==> config.mk <==
export PLATFORM = sky130hd
export DESIGN_NAME = button_click_event_classifier_flat
export DESIGN_NICKNAME = d
export VERILOG_FILES = /design/src/sv/bcec_pkg.sv /design/src/sv/bcec_if.sv /design/src/sv/button_click_event_classifier.sv /design/src/sv/bcec_front.sv /design/src/sv/bcec_queue.sv /design/src/sv/bcec_back.sv /design/src/flat_wrapper.sv
export VERILOG_INCLUDE_DIRS = /design/src /design/src/sv
export SDC_FILE = /design/constraint.sdc
export NUM_CORES = 1
export LEC_CHECK = 0
export BUFFER_PORTS_ARGS = -buffer_cell sky130_fd_sc_hd__buf_2
export CAP_MARGIN = 0
export CORE_MARGIN = 3
export CORE_UTILIZATION = 40
export CTS_CLUSTER_DIAMETER = 60
export CTS_CLUSTER_SIZE = 12
export DETAILED_ROUTE_END_ITERATION = 10
export GPL_ROUTABILITY_DRIVEN = 0
export PLACE_DENSITY = 0.63
export SLEW_MARGIN = 20
export SYNTH_ARGS = -nofsm -noshare
export SYNTH_HDL_FRONTEND = slang
export SYNTH_SLANG_ARGS = --single-unit
==> constraint.sdc <==
create_clock -name clk -period 12.15 [get_ports clk]
set_input_delay 2.43 -clock clk [delete_from_list [all_inputs] [get_ports clk]]
set_output_delay 2.43 -clock clk [all_outputs]
set_load 0.02 [all_outputs]
==> src/sv/button_click_event_classifier_macros.svh <==
// Assertion helpers used by the burst queue RTL.
// Each macro expects clk and rst_n to be visible where it is used.
`ifndef BUTTON_CLICK_EVENT_CLASSIFIER_MACROS_SVH
`define BUTTON_CLICK_EVENT_CLASSIFIER_MACROS_SVH

// Condition must hold on every cycle out of reset.
`define BCEC_ASSERT_ALWAYS(lbl, cond, msg) \
    lbl: assert property (@(posedge clk) disable iff (!rst_n) (cond)) else $error(msg);

// Antecedent implies consequent in the cycle after.
`define BCEC_ASSERT_NEXT(lbl, ante, cons, msg) \
    lbl: assert property (@(posedge clk) disable iff (!rst_n) (ante) |=> (cons)) \
        else $error(msg);

`endif

==> src/sv/bcec_pkg.sv <==
package bcec_pkg;

    localparam int TIME_WIDTH_DEF = 32;
    localparam int TIME_IN_W      = 32;
    localparam int CFG_IDX_W      = 3;
    localparam int CFG_DATA_W     = 16;
    localparam int MAX_EVENTS     = 4;
    localparam int EV_IDX_W       = 2;
    localparam int QUEUE_DEPTH    = 2;

    typedef enum logic [2:0] {
        EV_CHANGED  = 3'd0,
        EV_PRESSED  = 3'd1,
        EV_RELEASED = 3'd2,
        EV_CLICK    = 3'd3,
        EV_LONG     = 3'd4,
        EV_DOUBLE   = 3'd5,
        EV_HOLD     = 3'd6,
        EV_REPEAT   = 3'd7
    } evt_code_t;

    typedef enum logic [CFG_IDX_W-1:0] {
        REG_ACTIVE_LOW      = 3'd0,
        REG_HOLD_INTERVAL   = 3'd1,
        REG_REPEAT_ENABLE   = 3'd2,
        REG_REPEAT_INTERVAL = 3'd3,
        REG_DCLICK_INTERVAL = 3'd4,
        REG_PREVENT_CLICK   = 3'd5
    } cfg_idx_t;

    // All events caused by one tick, in emission order.
    typedef struct packed {
        logic [EV_IDX_W-1:0]       last_idx;
        evt_code_t [MAX_EVENTS-1:0] codes;
    } bcec_burst_t;

    typedef struct packed {
        logic empty;
        logic full;
    } bcec_q_status_t;

endpackage

==> src/sv/bcec_if.sv <==
interface bcec_tick_if;
    import bcec_pkg::*;
    logic                 valid;
    logic                 ready;
    logic                 level;
    logic [TIME_IN_W-1:0] time_ms;
    modport source (output valid, output level, output time_ms, input ready);
    modport sink   (input valid, input level, input time_ms, output ready);
endinterface

interface bcec_event_if;
    logic       valid;
    logic       ready;
    logic [2:0] event_code;
    logic       last;
    modport source (output valid, output event_code, output last, input ready);
    modport sink   (input valid, input event_code, input last, output ready);
endinterface

interface bcec_cfg_if;
    import bcec_pkg::*;
    logic                  valid;
    logic                  ready;
    logic [CFG_IDX_W-1:0]  index;
    logic [CFG_DATA_W-1:0] data;
    modport source (output valid, output index, output data, input ready);
    modport sink   (input valid, input index, input data, output ready);
endinterface

==> src/sv/button_click_event_classifier.sv <==
// A tick's burst is written into the burst queue; its first event is offered once it reaches the head.
// The input takes one tick per cycle while the burst queue is not full; the output emits one
// event per cycle while evt.ready is high, so a tick with n events (1 to 4) needs n transactions.
// The event serializer in the back part sets the sustained rate.
// Reset (rst_n, async, active low): registers at their defaults, button released,
// timestamps, click count and hold flag cleared, event queue emptied.
module button_click_event_classifier #(
    parameter int TIME_WIDTH = bcec_pkg::TIME_WIDTH_DEF
) (
    input  logic          clk,
    input  logic          rst_n,
    bcec_tick_if.sink     tick,
    bcec_cfg_if.sink      cfg,
    bcec_event_if.source  evt
);
    import bcec_pkg::*;

    // Front: config registers, button state and the per-tick classifier.
    // It builds the whole event burst of a tick combinationally.
    bcec_burst_t    push_burst;
    bcec_burst_t    head_burst;
    bcec_q_status_t q_status;
    logic           push;
    logic           pop;

    bcec_front #(
        .TIME_WIDTH (TIME_WIDTH)
    ) u_front (
        .clk      (clk),
        .rst_n    (rst_n),
        .tick     (tick),
        .cfg      (cfg),
        .q_status (q_status),
        .push     (push),
        .burst    (push_burst)
    );

    // Burst queue: decouples the classifier from output backpressure.
    // Ticks keep flowing while earlier bursts are still being drained.
    bcec_queue u_queue (
        .clk      (clk),
        .rst_n    (rst_n),
        .push     (push),
        .wr_burst (push_burst),
        .pop      (pop),
        .head     (head_burst),
        .status   (q_status)
    );

    // Back: walks the head burst one event per transaction, flags the
    // final one and releases the entry after it is taken.
    bcec_back u_back (
        .clk      (clk),
        .rst_n    (rst_n),
        .head     (head_burst),
        .q_status (q_status),
        .pop      (pop),
        .evt      (evt)
    );

endmodule

==> src/sv/bcec_front.sv <==
module bcec_front #(
    parameter int TIME_WIDTH = bcec_pkg::TIME_WIDTH_DEF
) (
    input  logic                   clk,
    input  logic                   rst_n,
    bcec_tick_if.sink              tick,
    bcec_cfg_if.sink               cfg,
    input  bcec_pkg::bcec_q_status_t q_status,
    output logic                   push,
    output bcec_pkg::bcec_burst_t  burst
);
    import bcec_pkg::*;

    localparam int NCAND = 8;

    // configuration
    logic                  active_low_reg;
    logic [CFG_DATA_W-1:0] hold_interval_reg;
    logic                  repeat_enable_reg;
    logic [CFG_DATA_W-1:0] repeat_interval_reg;
    logic [CFG_DATA_W-1:0] dclick_interval_reg;
    logic                  prevent_click_reg;

    // button state
    logic                  prev_level_reg;
    logic [TIME_WIDTH-1:0] press_time_reg, press_time_next;
    logic [TIME_WIDTH-1:0] repeat_time_reg, repeat_time_next;
    logic [1:0]            click_count_reg, click_count_next;
    logic                  hold_flag_reg, hold_flag_next;

    logic                  accept;
    logic [TIME_WIDTH-1:0] now, e_press, e_rep, e_down;
    logic                  is_down, changed, press_edge, release_edge;
    logic                  long_rel, defer_fire, hold_en, rep1, rep2;
    logic [1:0]            cc1, cc2;
    logic                  rel_en;
    evt_code_t             rel_code;
    logic [NCAND-1:0]      cand_en;
    evt_code_t [NCAND-1:0] cand_code;
    logic [2:0]            n_ev;

    assign cfg.ready  = 1'b1;
    assign tick.ready = !q_status.full;
    assign accept     = tick.valid && tick.ready;

    always_ff @(posedge clk or negedge rst_n) begin
        if (!rst_n) begin
            active_low_reg      <= 1'b1;
            hold_interval_reg   <= CFG_DATA_W'(1000);
            repeat_enable_reg   <= 1'b0;
            repeat_interval_reg <= CFG_DATA_W'(100);
            dclick_interval_reg <= '0;
            prevent_click_reg   <= 1'b0;
        end else if (cfg.valid) begin
            case (cfg_idx_t'(cfg.index))
                REG_ACTIVE_LOW:      active_low_reg      <= cfg.data[0];
                REG_HOLD_INTERVAL:   hold_interval_reg   <= cfg.data;
                REG_REPEAT_ENABLE:   repeat_enable_reg   <= cfg.data[0];
                REG_REPEAT_INTERVAL: repeat_interval_reg <= cfg.data;
                REG_DCLICK_INTERVAL: dclick_interval_reg <= cfg.data;
                REG_PREVENT_CLICK:   prevent_click_reg   <= cfg.data[0];
                default: ;
            endcase
        end
    end

    always_comb
    begin
        now          = TIME_WIDTH'(tick.time_ms);
        is_down      = active_low_reg ? !tick.level : tick.level;
        changed      = tick.level != prev_level_reg;
        press_edge   = changed && is_down;
        release_edge = changed && !is_down;
        e_press      = now - press_time_reg;
        e_rep        = now - repeat_time_reg;
        e_down       = (press_edge || press_time_reg == '0) ? '0 : e_press;

        long_rel   = (hold_interval_reg != '0) &&
                     (e_press >= TIME_WIDTH'(hold_interval_reg));
        defer_fire = !is_down && (click_count_reg != 2'd0) &&
                     (e_press >= TIME_WIDTH'(dclick_interval_reg));
        cc1        = defer_fire ? 2'd0 : click_count_reg;
        cc2        = (cc1 == 2'd3) ? 2'd3 : cc1 + 2'd1;

        click_count_next = cc1;
        rel_en           = 1'b1;
        rel_code         = EV_CLICK;
        if (long_rel) begin
            rel_code = EV_LONG;
        end else if (dclick_interval_reg != '0) begin
            if (release_edge)
                click_count_next = cc2;
            rel_en   = (cc2 == 2'd1 && !prevent_click_reg) || cc2 == 2'd2;
            rel_code = (cc2 == 2'd2) ? EV_DOUBLE : EV_CLICK;
        end else begin
            rel_code = hold_flag_reg ? EV_LONG : EV_CLICK;
        end

        rep1    = is_down && repeat_enable_reg && hold_flag_reg &&
                  (e_rep >= TIME_WIDTH'(repeat_interval_reg));
        hold_en = is_down && !hold_flag_reg && (hold_interval_reg != '0) &&
                  (e_down >= TIME_WIDTH'(hold_interval_reg));
        rep2    = hold_en && repeat_enable_reg;

        press_time_next  = (is_down && (press_edge || press_time_reg == '0)) ?
                           now : press_time_reg;
        repeat_time_next = (rep1 || rep2) ? now : repeat_time_reg;
        hold_flag_next   = release_edge ? 1'b0 : (hold_en ? 1'b1 : hold_flag_reg);

        // candidates in emission order
        cand_en   = {rep2, hold_en, rep1, release_edge && rel_en, release_edge,
                     press_edge, defer_fire && cc1 == 2'd0 &&
                     click_count_reg == 2'd1 && prevent_click_reg, changed};
        cand_code[0] = EV_CHANGED;
        cand_code[1] = long_rel ? EV_LONG : EV_CLICK;
        cand_code[2] = EV_PRESSED;
        cand_code[3] = EV_RELEASED;
        cand_code[4] = rel_code;
        cand_code[5] = EV_REPEAT;
        cand_code[6] = EV_HOLD;
        cand_code[7] = EV_REPEAT;

        for (int j = 0; j < MAX_EVENTS; j++)
            burst.codes[j] = EV_CHANGED;
        n_ev = 3'd0;
        for (int i = 0; i < NCAND; i++) begin
            if (cand_en[i] && n_ev < 3'(MAX_EVENTS)) begin
                burst.codes[n_ev[EV_IDX_W-1:0]] = cand_code[i];
                n_ev = n_ev + 3'd1;
            end
        end
        burst.last_idx = EV_IDX_W'(n_ev - 3'd1);
        push           = accept && (n_ev != 3'd0);
    end

    always_ff @(posedge clk or negedge rst_n) begin
        if (!rst_n) begin
            prev_level_reg  <= 1'b1;
            press_time_reg  <= '0;
            repeat_time_reg <= '0;
            click_count_reg <= 2'd0;
            hold_flag_reg   <= 1'b0;
        end else if (accept) begin
            prev_level_reg  <= tick.level;
            press_time_reg  <= press_time_next;
            repeat_time_reg <= repeat_time_next;
            click_count_reg <= click_count_next;
            hold_flag_reg   <= hold_flag_next;
        end
    end

endmodule

==> src/sv/bcec_queue.sv <==
`include "button_click_event_classifier_macros.svh"

module bcec_queue (
    input  logic                    clk,
    input  logic                    rst_n,
    input  logic                    push,
    input  bcec_pkg::bcec_burst_t   wr_burst,
    input  logic                    pop,
    output bcec_pkg::bcec_burst_t   head,
    output bcec_pkg::bcec_q_status_t status
);
    import bcec_pkg::*;

    localparam int PTR_W = (QUEUE_DEPTH > 1) ? $clog2(QUEUE_DEPTH) : 1;
    localparam int CNT_W = $clog2(QUEUE_DEPTH + 1);

    bcec_burst_t      entry_reg [QUEUE_DEPTH];
    logic [PTR_W-1:0] wr_ptr_reg, rd_ptr_reg;
    logic [CNT_W-1:0] count_reg;
    logic             do_push, do_pop;

    assign status.empty = (count_reg == '0);
    assign status.full  = (count_reg == CNT_W'(QUEUE_DEPTH));
    assign do_push      = push && !status.full;
    assign do_pop       = pop && !status.empty;
    assign head         = entry_reg[rd_ptr_reg];

    function automatic logic [PTR_W-1:0] ptr_inc(input logic [PTR_W-1:0] p);
        ptr_inc = (p == PTR_W'(QUEUE_DEPTH - 1)) ? '0 : p + PTR_W'(1);
    endfunction

    always_ff @(posedge clk) begin
        if (do_push)
            entry_reg[wr_ptr_reg] <= wr_burst;
    end

    always_ff @(posedge clk or negedge rst_n) begin
        if (!rst_n) begin
            wr_ptr_reg <= '0;
            rd_ptr_reg <= '0;
            count_reg  <= '0;
        end else begin
            if (do_push)
                wr_ptr_reg <= ptr_inc(wr_ptr_reg);
            if (do_pop)
                rd_ptr_reg <= ptr_inc(rd_ptr_reg);
            case ({do_push, do_pop})
                2'b10:   count_reg <= count_reg + CNT_W'(1);
                2'b01:   count_reg <= count_reg - CNT_W'(1);
                default: ;
            endcase
        end
    end

    `BCEC_ASSERT_ALWAYS(a_cnt_bound, count_reg <= CNT_W'(QUEUE_DEPTH), "queue count overflow")
    `BCEC_ASSERT_NEXT(a_cnt_up, do_push && !do_pop, count_reg == $past(count_reg) + CNT_W'(1), "push lost")
    `BCEC_ASSERT_NEXT(a_cnt_dn, do_pop && !do_push, count_reg == $past(count_reg) - CNT_W'(1), "pop lost")
    `BCEC_ASSERT_ALWAYS(a_ptr_gap, (count_reg == '0 || count_reg == CNT_W'(QUEUE_DEPTH)) ? (wr_ptr_reg == rd_ptr_reg) : (wr_ptr_reg != rd_ptr_reg), "pointer and count disagree")

endmodule

==> src/sv/bcec_back.sv <==
module bcec_back (
    input  logic                     clk,
    input  logic                     rst_n,
    input  bcec_pkg::bcec_burst_t    head,
    input  bcec_pkg::bcec_q_status_t q_status,
    output logic                     pop,
    bcec_event_if.source             evt
);
    import bcec_pkg::*;

    logic [EV_IDX_W-1:0] idx_reg, idx_next;
    logic                take;

    always_comb
    begin
        evt.valid      = !q_status.empty;
        evt.event_code = head.codes[idx_reg];
        evt.last       = (idx_reg == head.last_idx);
        take           = evt.valid && evt.ready;
        pop            = take && evt.last;
        idx_next       = idx_reg;
        if (take)
            idx_next = evt.last ? '0 : idx_reg + EV_IDX_W'(1);
    end

    always_ff @(posedge clk or negedge rst_n) begin
        if (!rst_n)
            idx_reg <= '0;
        else
            idx_reg <= idx_next;
    end

endmodule
==> src/flat_wrapper.sv <==
// flat-port wrapper written by rule: the top's interface ports become plain ports
module button_click_event_classifier_flat import bcec_pkg::*;
#(
    parameter int TIME_WIDTH = bcec_pkg::TIME_WIDTH_DEF
)
  (clk, rst_n, tick_valid, tick_level, tick_time_ms, tick_ready, cfg_valid, cfg_index, cfg_data, cfg_ready, evt_valid, evt_event_code, evt_last, evt_ready);
  bcec_tick_if tick_i ();
  bcec_cfg_if cfg_i ();
  bcec_event_if evt_i ();
  input  logic clk;
  input  logic rst_n;
  input wire logic [$bits(tick_i.valid)-1:0] tick_valid;
  input wire logic [$bits(tick_i.level)-1:0] tick_level;
  input wire logic [$bits(tick_i.time_ms)-1:0] tick_time_ms;
  output wire logic [$bits(tick_i.ready)-1:0] tick_ready;
  input wire logic [$bits(cfg_i.valid)-1:0] cfg_valid;
  input wire logic [$bits(cfg_i.index)-1:0] cfg_index;
  input wire logic [$bits(cfg_i.data)-1:0] cfg_data;
  output wire logic [$bits(cfg_i.ready)-1:0] cfg_ready;
  output wire logic [$bits(evt_i.valid)-1:0] evt_valid;
  output wire logic [$bits(evt_i.event_code)-1:0] evt_event_code;
  output wire logic [$bits(evt_i.last)-1:0] evt_last;
  input wire logic [$bits(evt_i.ready)-1:0] evt_ready;
  assign tick_i.valid = tick_valid;
  assign tick_i.level = tick_level;
  assign tick_i.time_ms = tick_time_ms;
  assign tick_ready = tick_i.ready;
  assign cfg_i.valid = cfg_valid;
  assign cfg_i.index = cfg_index;
  assign cfg_i.data = cfg_data;
  assign cfg_ready = cfg_i.ready;
  assign evt_valid = evt_i.valid;
  assign evt_event_code = evt_i.event_code;
  assign evt_last = evt_i.last;
  assign evt_i.ready = evt_ready;
  button_click_event_classifier #(.TIME_WIDTH(TIME_WIDTH)) u_core (.clk(clk), .rst_n(rst_n), .tick(tick_i), .cfg(cfg_i), .evt(evt_i));
endmodule
==> reports/qor.yml, run 1 <==
run_status:
  status: "finished, final reports clean"
logic_synthesis:
  ys_warn_count: 0
  synth_edf_count: 28
  postSynthCellCount: 1468
  ys_ff_latch: 153
  syn_area_um2: 13100
  async_flop_share: 0.817
  synth.distinct_cells: 92
  yosys.area.top_type: "dfrtp_1"
  yosys.area.top_type_share: 0.218
  syn_avg_cell_area_um2: 8.90
  synth-main-ff-cell: "dfrtp_1"
  yosysMostFrequentCell: "ha_1"
  ys_top_cells_by_area: "dfrtp_1, ha_1, edfxtp_1"
  synth-seq-area-share: 0.305
  synth_common_cells: "ha_1, nand2_1, inv_1"
  synth_fp_nets: 1673
worst_setup_path:
  critical_path_arrival_ns: 10.52
  crit_type: "in -> reg"
  r2r_start: "u_core.u_front.press_time_reg[1]$_DFFE_PN0P_"
  path_max_fanout: 15
  endpoint_kind: "register"
  r2r_slack_ns: 3.71
  rr_endpoint: "u_core.u_queue.count_reg[1]$_DFFE_PN0P_"
  slowest_stage: "a311oi_2"
  critPathLaunch: "tick_time_ms[4]"
  crit_end: "u_core.u_queue.count_reg[1]$_DFFE_PN0P_"
  slowest_delay_ns: 0.47
  cp_common_cell: "ha_1"
  cp.required_ns: 12.52
  start_kind: "primary input"
  r2r.worst_path.cells: 37
routing:
  first_pass_iters: 5
  ant_nets: 0
  wl_per_cell_um: 17.7
  wirelength_um: 34700
  drt-initial-drc-count: 716
  drcViolationCount: 0
  num_vias: 11100
  avgViaCountPerCell: 5.69
power_and_ir_drop:
  p_per_area_nw_per_um2: 289
  p_leak_uw: 0.00641
  vdd_drop_max_mv: 0.120
global_route:
  grt_pass1_wl_um: 57000
  grt_use_total: 0.200
  grt_overflow_total: 0
  grt_max_degree: 68
  grt_pass1_vias: 10800
  antenna_found_initial: 0
clocking:
  root_buffer: "clkbuf_16"
  cts_resized: 0
  clockBufferDepth: 2
  clk_pin_slew_worst_paths_ns: 0.07
  clock-sinks: 153
  post_cts_buffers: 0
  numCtsBuffers: 17
  htreeDepth: 4
  cts_tree: "done"
  insertion_delay_ns: 0.45
  ctsHoldBuffers: 0
floorplanning:
  core_um2: 31900
  die_area_um2: 34900
  die_x_um: 187
  initial_utilization: 0.410
  ios: 64
  fp.dieH_um: 187
  placementRows: 65
min_path:
  min-delay-start: "u_core.u_front.prev_level_reg$_DFFE_PN1P_"
  hp-class: "reg -> reg"
finish:
  diodes: 0
  finalNetCount: 1716
  drive_gt1_frac: 0.142
  syn_to_final_growth_pct: 10.0
place:
  hpwlAfterDp_um: 27400
  portBuffers: 62
timing:
  grt_setup_unrepaired: "no"
  period_needed_ns: 10.15
  slew_viol_final: 0
  setup_violations: 0
  fin_tns_setup_ns: 0
  fmax_mhz: 98.5
  worstMarginPinSlew_ns: 1.08
  clock_skew_ns: 0.0124
  hold_viol: 0
  post-route-period-util: 0.835
  relSlewSlack: 0.278
  holdWs_ns: 0.471
run:
  cap_violations: 0
==> area by class of cell <==
cell class                      count  area (µm²)
Fill cell                        3186       17500
Multi-Input combinational cell   1124        8330
Sequential cell                   153        3980
Tap cell                          435         544
Inverter                          142         538
Clock buffer                       18         429
Timing Repair Buffer               73         399
Clock inverter                     14         158
==> cells in the final DEF (no fill, tap or decap), types with 8 or more instances in the layout <==
cell | Yosys | routed
a211o_1 | 8 | 8
a211oi_1 | 13 | 13
a21o_1 | 48 | 48
a21oi_1 | 82 | 82
a31oi_1 | 15 | 15
and2_1 | 30 | 29
and3_1 | 9 | 9
and4_1 | 8 | 8
buf_2 | 14 | 61
buf_4 | 2 | 11
clkbuf_16 | 0 | 17
dfrtp_1 | 114 | 114
dfstp_2 | 11 | 11
edfxtp_1 | 28 | 28
ha_1 | 146 | 146
inv_1 | 141 | 141
mux2_2 | 31 | 31
mux2_4 | 31 | 31
nand2_1 | 144 | 144
nand2b_1 | 16 | 16
nand3_1 | 34 | 34
nand4_1 | 33 | 33
nor2_1 | 66 | 66
nor2b_1 | 11 | 11
nor3_1 | 27 | 25
nor4_1 | 21 | 21
o211ai_1 | 18 | 18
o21a_1 | 18 | 18
o21ai_0 | 121 | 121
o21bai_1 | 9 | 9
o22ai_1 | 8 | 8
or3_1 | 9 | 9
xnor2_1 | 30 | 30
xor2_1 | 22 | 22
==> kinds of logic (layout without fill, tap and decap cells) <==
| logic type | after synthesis | count (layout) | share of synthesized area |
|---|---|---|---|
| other | 1 | 1 | 0.000287 |
| AO/OA/AOI/OAI | 418 | 418 | 0.213 |
| multiplexers | 74 | 74 | 0.0772 |
| adder cells (fa/ha/maj) | 148 | 148 | 0.143 |
| flip-flops | 153 | 153 | 0.305 |
| XOR/XNOR | 52 | 52 | 0.0348 |
| buffers and inverters | 191 | 247 | 0.0601 |
| AND/OR/NAND/NOR | 431 | 431 | 0.167 |
==> worst max-delay path: cells and delay by family <==
kind | cells | cell delay (ns)
AOI/OAI and AO/OA | 13 | 3.15
adders and majority gates | 8 | 2.53
buffers and inverters | 3 | 0.32
xor gates and xnor gates | 3 | 0.58
and+or+nand+nor | 10 | 1.49
==> stage by stage <==
stage	setup WS (ns)	cell area, µm²	utilization	std cells	power [µW]
floorplan	2.21	13100	-	1468	2930
global placement	1.91	13800	0.433	1927	3510
detailed placement	1.65	13800	0.433	1927	3570
CTS	2.08	14400	0.451	1959	4140
global route	1.32	14400	0.451	1959	4550
finish	2.00	14400	0.451	1959	4150
==> routing by layer <==
metal,GRT usage,share of wire
met1,0.285,0.48
met2,0.308,0.44
met3,0.0304,0.046
met4,0.0721,0.032
met5,0,0
==> worst min-delay path by stage <==
stage / end / depth (start not counted)
floorplan: u_core.u_front.prev_level_reg$_DFFE_PN1P_ / 2
global placement: u_core.u_front.prev_level_reg$_DFFE_PN1P_ / 2
detailed placement: u_core.u_front.prev_level_reg$_DFFE_PN1P_ / 2
CTS: u_core.u_front.prev_level_reg$_DFFE_PN1P_ / 2
global route: u_core.u_front.prev_level_reg$_DFFE_PN1P_ / 2
finish: u_core.u_front.prev_level_reg$_DFFE_PN1P_ / 2
==> where the power goes <==
| group | switching [µW] | total (µW) | leakage, µW | internal, µW |
|---|---|---|---|---|
| Sequential | 127 | 887 | 0.00176 | 760 |
| Clock | 247 | 538 | 0.000286 | 292 |
| Combinational | 1580 | 2720 | 0.00437 | 1140 |
| Total | 1960 | 4150 | 0.00641 | 2190 |
Note: power is estimated with default switching activity, not from simulation.
==> run 2, diff against run 1 <==
--- a/config.mk
+++ b/config.mk
@@ -14,7 +14,7 @@
 export CTS_CLUSTER_SIZE = 12
 export DETAILED_ROUTE_END_ITERATION = 10
 export GPL_ROUTABILITY_DRIVEN = 0
-export PLACE_DENSITY = 0.63
+export PLACE_DENSITY = 0.65
 export SLEW_MARGIN = 20
 export SYNTH_ARGS = -nofsm -noshare
 export SYNTH_HDL_FRONTEND = slang
==> constraint.sdc (replaced) <==
create_clock -name clk -period 9 [get_ports clk]
set_input_delay 1.8 -clock clk [delete_from_list [all_inputs] [get_ports clk]]
set_output_delay 1.8 -clock clk [all_outputs]
set_load 0.02 [all_outputs]
==> run 2 against run 1 <==
Compared with the run above: design area is 6.0% higher; critical path depth grew 2; worst hold slack got worse by 0.0062 ns; count of clock-buffer cells in the layout unchanged; critical path type unchanged; highest routed layer unchanged.
==> reports/qor.yml, run 2 (synthesized netlist as in run 1, its figures left out) <==
routing:
  wl_per_cell_um: 17.4  # -1.7%
  first_pass_iters: 5  # unchanged
  wirelength_um: 35800  # +3.1%
  num_vias: 11400  # +2.4%
  drt-initial-drc-count: 903  # +26%
  ant_nets: 0  # unchanged
  drcViolationCount: 0  # unchanged
  avgViaCountPerCell: 5.56  # -2.3%
place:
  dpl.cell_count: 2018  # +4.7%
  portBuffers: 62  # unchanged
  place_area_um2: 14500  # +5.2%
  hpwlAfterDp_um: 28400  # +3.5%
timing:
  worstMarginPinSlew_ns: 0.975  # -0.102 ns
  fin_tns_setup_ns: 0  # unchanged
  period_needed_ns: 8.51
  slew_viol_final: 0  # unchanged
  setup_violations: 0  # unchanged
  post-route-period-util: 0.946
  relSlewSlack: 0.346  # +0.0681
  hold_viol: 0  # unchanged
  clock_skew_ns: 0.0264  # +0.0140 ns
  fmax_mhz: 117
clocking:
  clk_pin_slew_worst_paths_ns: 0.07  # about the same
  htreeDepth: 4  # unchanged
  clock-sinks: 153  # unchanged
  insertion_delay_ns: 0.45  # about the same
  numCtsBuffers: 17  # unchanged
  root_buffer: "clkbuf_16"
  cts_tree: "done"
  clockBufferDepth: 2  # unchanged
worst_setup_path:
  critical_path.top_delay_family: "adder cells"
  slowest_delay_ns: 0.35  # -0.12 ns
  r2r_start: "u_core.u_front.press_time_reg[0]$_DFFE_PN0P_"
  cp.buffers_inverters: 2  # -1
  path_max_fanout: 8  # -7
  cp.required_ns: 9.32  # -3.20 ns
  start_kind: "primary input"
  slowest_stage: "a221o_1"
  critical_path_arrival_ns: 8.83  # -1.69 ns
  r2r_slack_ns: 1.50  # -2.21 ns
  endpoint_kind: "register"
  cp_common_cell: "ha_1"
  crit_type: "in -> reg"
  critPathLaunch: "tick_time_ms[4]"
floorplanning:
  die_x_um: 187  # unchanged
  die_area_um2: 34900  # unchanged
  ios: 64  # unchanged
  fp.dieH_um: 187  # unchanged
  placementRows: 65  # unchanged
  initial_utilization: 0.410  # unchanged
  core_um2: 31900  # unchanged
finish:
  diodes: 0  # unchanged
  final_cells: 2053  # +4.8%
  final_util: 0.478  # +0.0269
  syn_to_final_growth_pct: 16.6
  mostFrequentLayoutCells: "ha_1, nand2_1, inv_1"
  drive_gt1_frac: 0.203  # +0.0610
  finalNetCount: 1810  # +5.5%
  fin_area_um2: 15200  # +6.0%
  mostFrequentLayoutCell: "ha_1"
power_and_ir_drop:
  p_leak_uw: 0.00691  # +7.8%
  vdd_drop_max_mv: 0.159  # +33%
  p_per_area_nw_per_um2: 396  # +37%
min_path:
  hp-class: "reg -> reg"
  min-delay-start: "u_core.u_front.prev_level_reg$_DFFE_PN1P_"
global_route:
  grt_max_degree: 72  # +5.9%
  grt_pass1_wl_um: 58100  # +2.0%
  grt_use_total: 0.204  # +0.00390
  antenna_found_initial: 0  # unchanged
  grt_overflow_total: 0  # unchanged
  grt_pass1_vias: 11100  # +3.2%
run:
  cap_violations: 0  # unchanged
run_status:
  status: "finished, final reports clean"
==> run 2: routing by layer <==
layer	GRT usage	vias to the layer above	routed length [µm]
li1	-	5643	-
met1	0.285	5441	17200
met2	0.327	272	16300
met3	0.0301	49	1460
met4	0.0631	0	879
met5	0	-	0
==> run 2: worst register-to-register path, delay by kind of cell, from the launching register on <==
kind | cells | cell delay, ns
adder cells (fa/ha/maj) | 10 | 2.69
flip-flops | 1 | 0.50
AO/OA/AOI/OAI | 14 | 2.50
XOR/XNOR | 3 | 0.55
buffers and inverters | 2 | 0.15
AND/OR/NAND/NOR | 9 | 0.99
==> run 2: worst paths after layout <==
kind | end | cells after the start
min in group asynchronous | u_core.u_front.repeat_time_reg[4]$_DFFE_PN0P_ | 1
max in group asynchronous | u_core.u_front.hold_interval_reg[12]$_DFFE_PN0P_ | 2
worst min register to register | u_core.u_front.prev_level_reg$_DFFE_PN1P_ | 2
worst max register to register | u_core.u_queue.count_reg[1]$_DFFE_PN0P_ | 38
worst max-delay path | u_core.u_queue.count_reg[1]$_DFFE_PN0P_ | 39
worst min-delay path | u_core.u_front.prev_level_reg$_DFFE_PN1P_ | 2
==> run 2: area by class of cell <==
class	count	area, µm²
Fill cell	3064	16600
Multi-Input combinational cell	1124	8410
Sequential cell	153	3980
Timing Repair Buffer	167	1130
Tap cell	435	544
Inverter	142	538
Clock buffer	18	430
Clock inverter	14	204
==> run 2: what timing repair did <==
action | CTS | global route
hold buffers | 0 | 0
gates resized for setup | 0 | 16
setup endpoints to repair | 0 | 31
endpoints found under the hold margin | 0 | 0
buffers inserted | 0 | 3
==> run 2: stage by stage <==
| step | power [µW] | setup WS (ns) | hold WS, ns |
|---|---|---|---|
| 4_1_cts | 5970 | 0.329 | 0.466 |
| 5_1_grt | 6590 | -0.0275 | 0.504 |
| 3_3_place_gp | 5030 | 0.0482 | 0.451 |
| 2_1_floorplan | 3960 | -0.0893 | 0.446 |
| 3_5_place_dp | 5130 | -0.0772 | 0.455 |
| 6_report | 6030 | 0.489 | 0.465 |
==> run 2: where the power goes <==
part / switching, µW / internal (µW) / leakage, µW
combinational: 2220 / 1830 / 0.00484
clock: 330 / 452 / 0.000314
sequential: 174 / 1030 / 0.00176
total: 2730 / 3310 / 0.00691
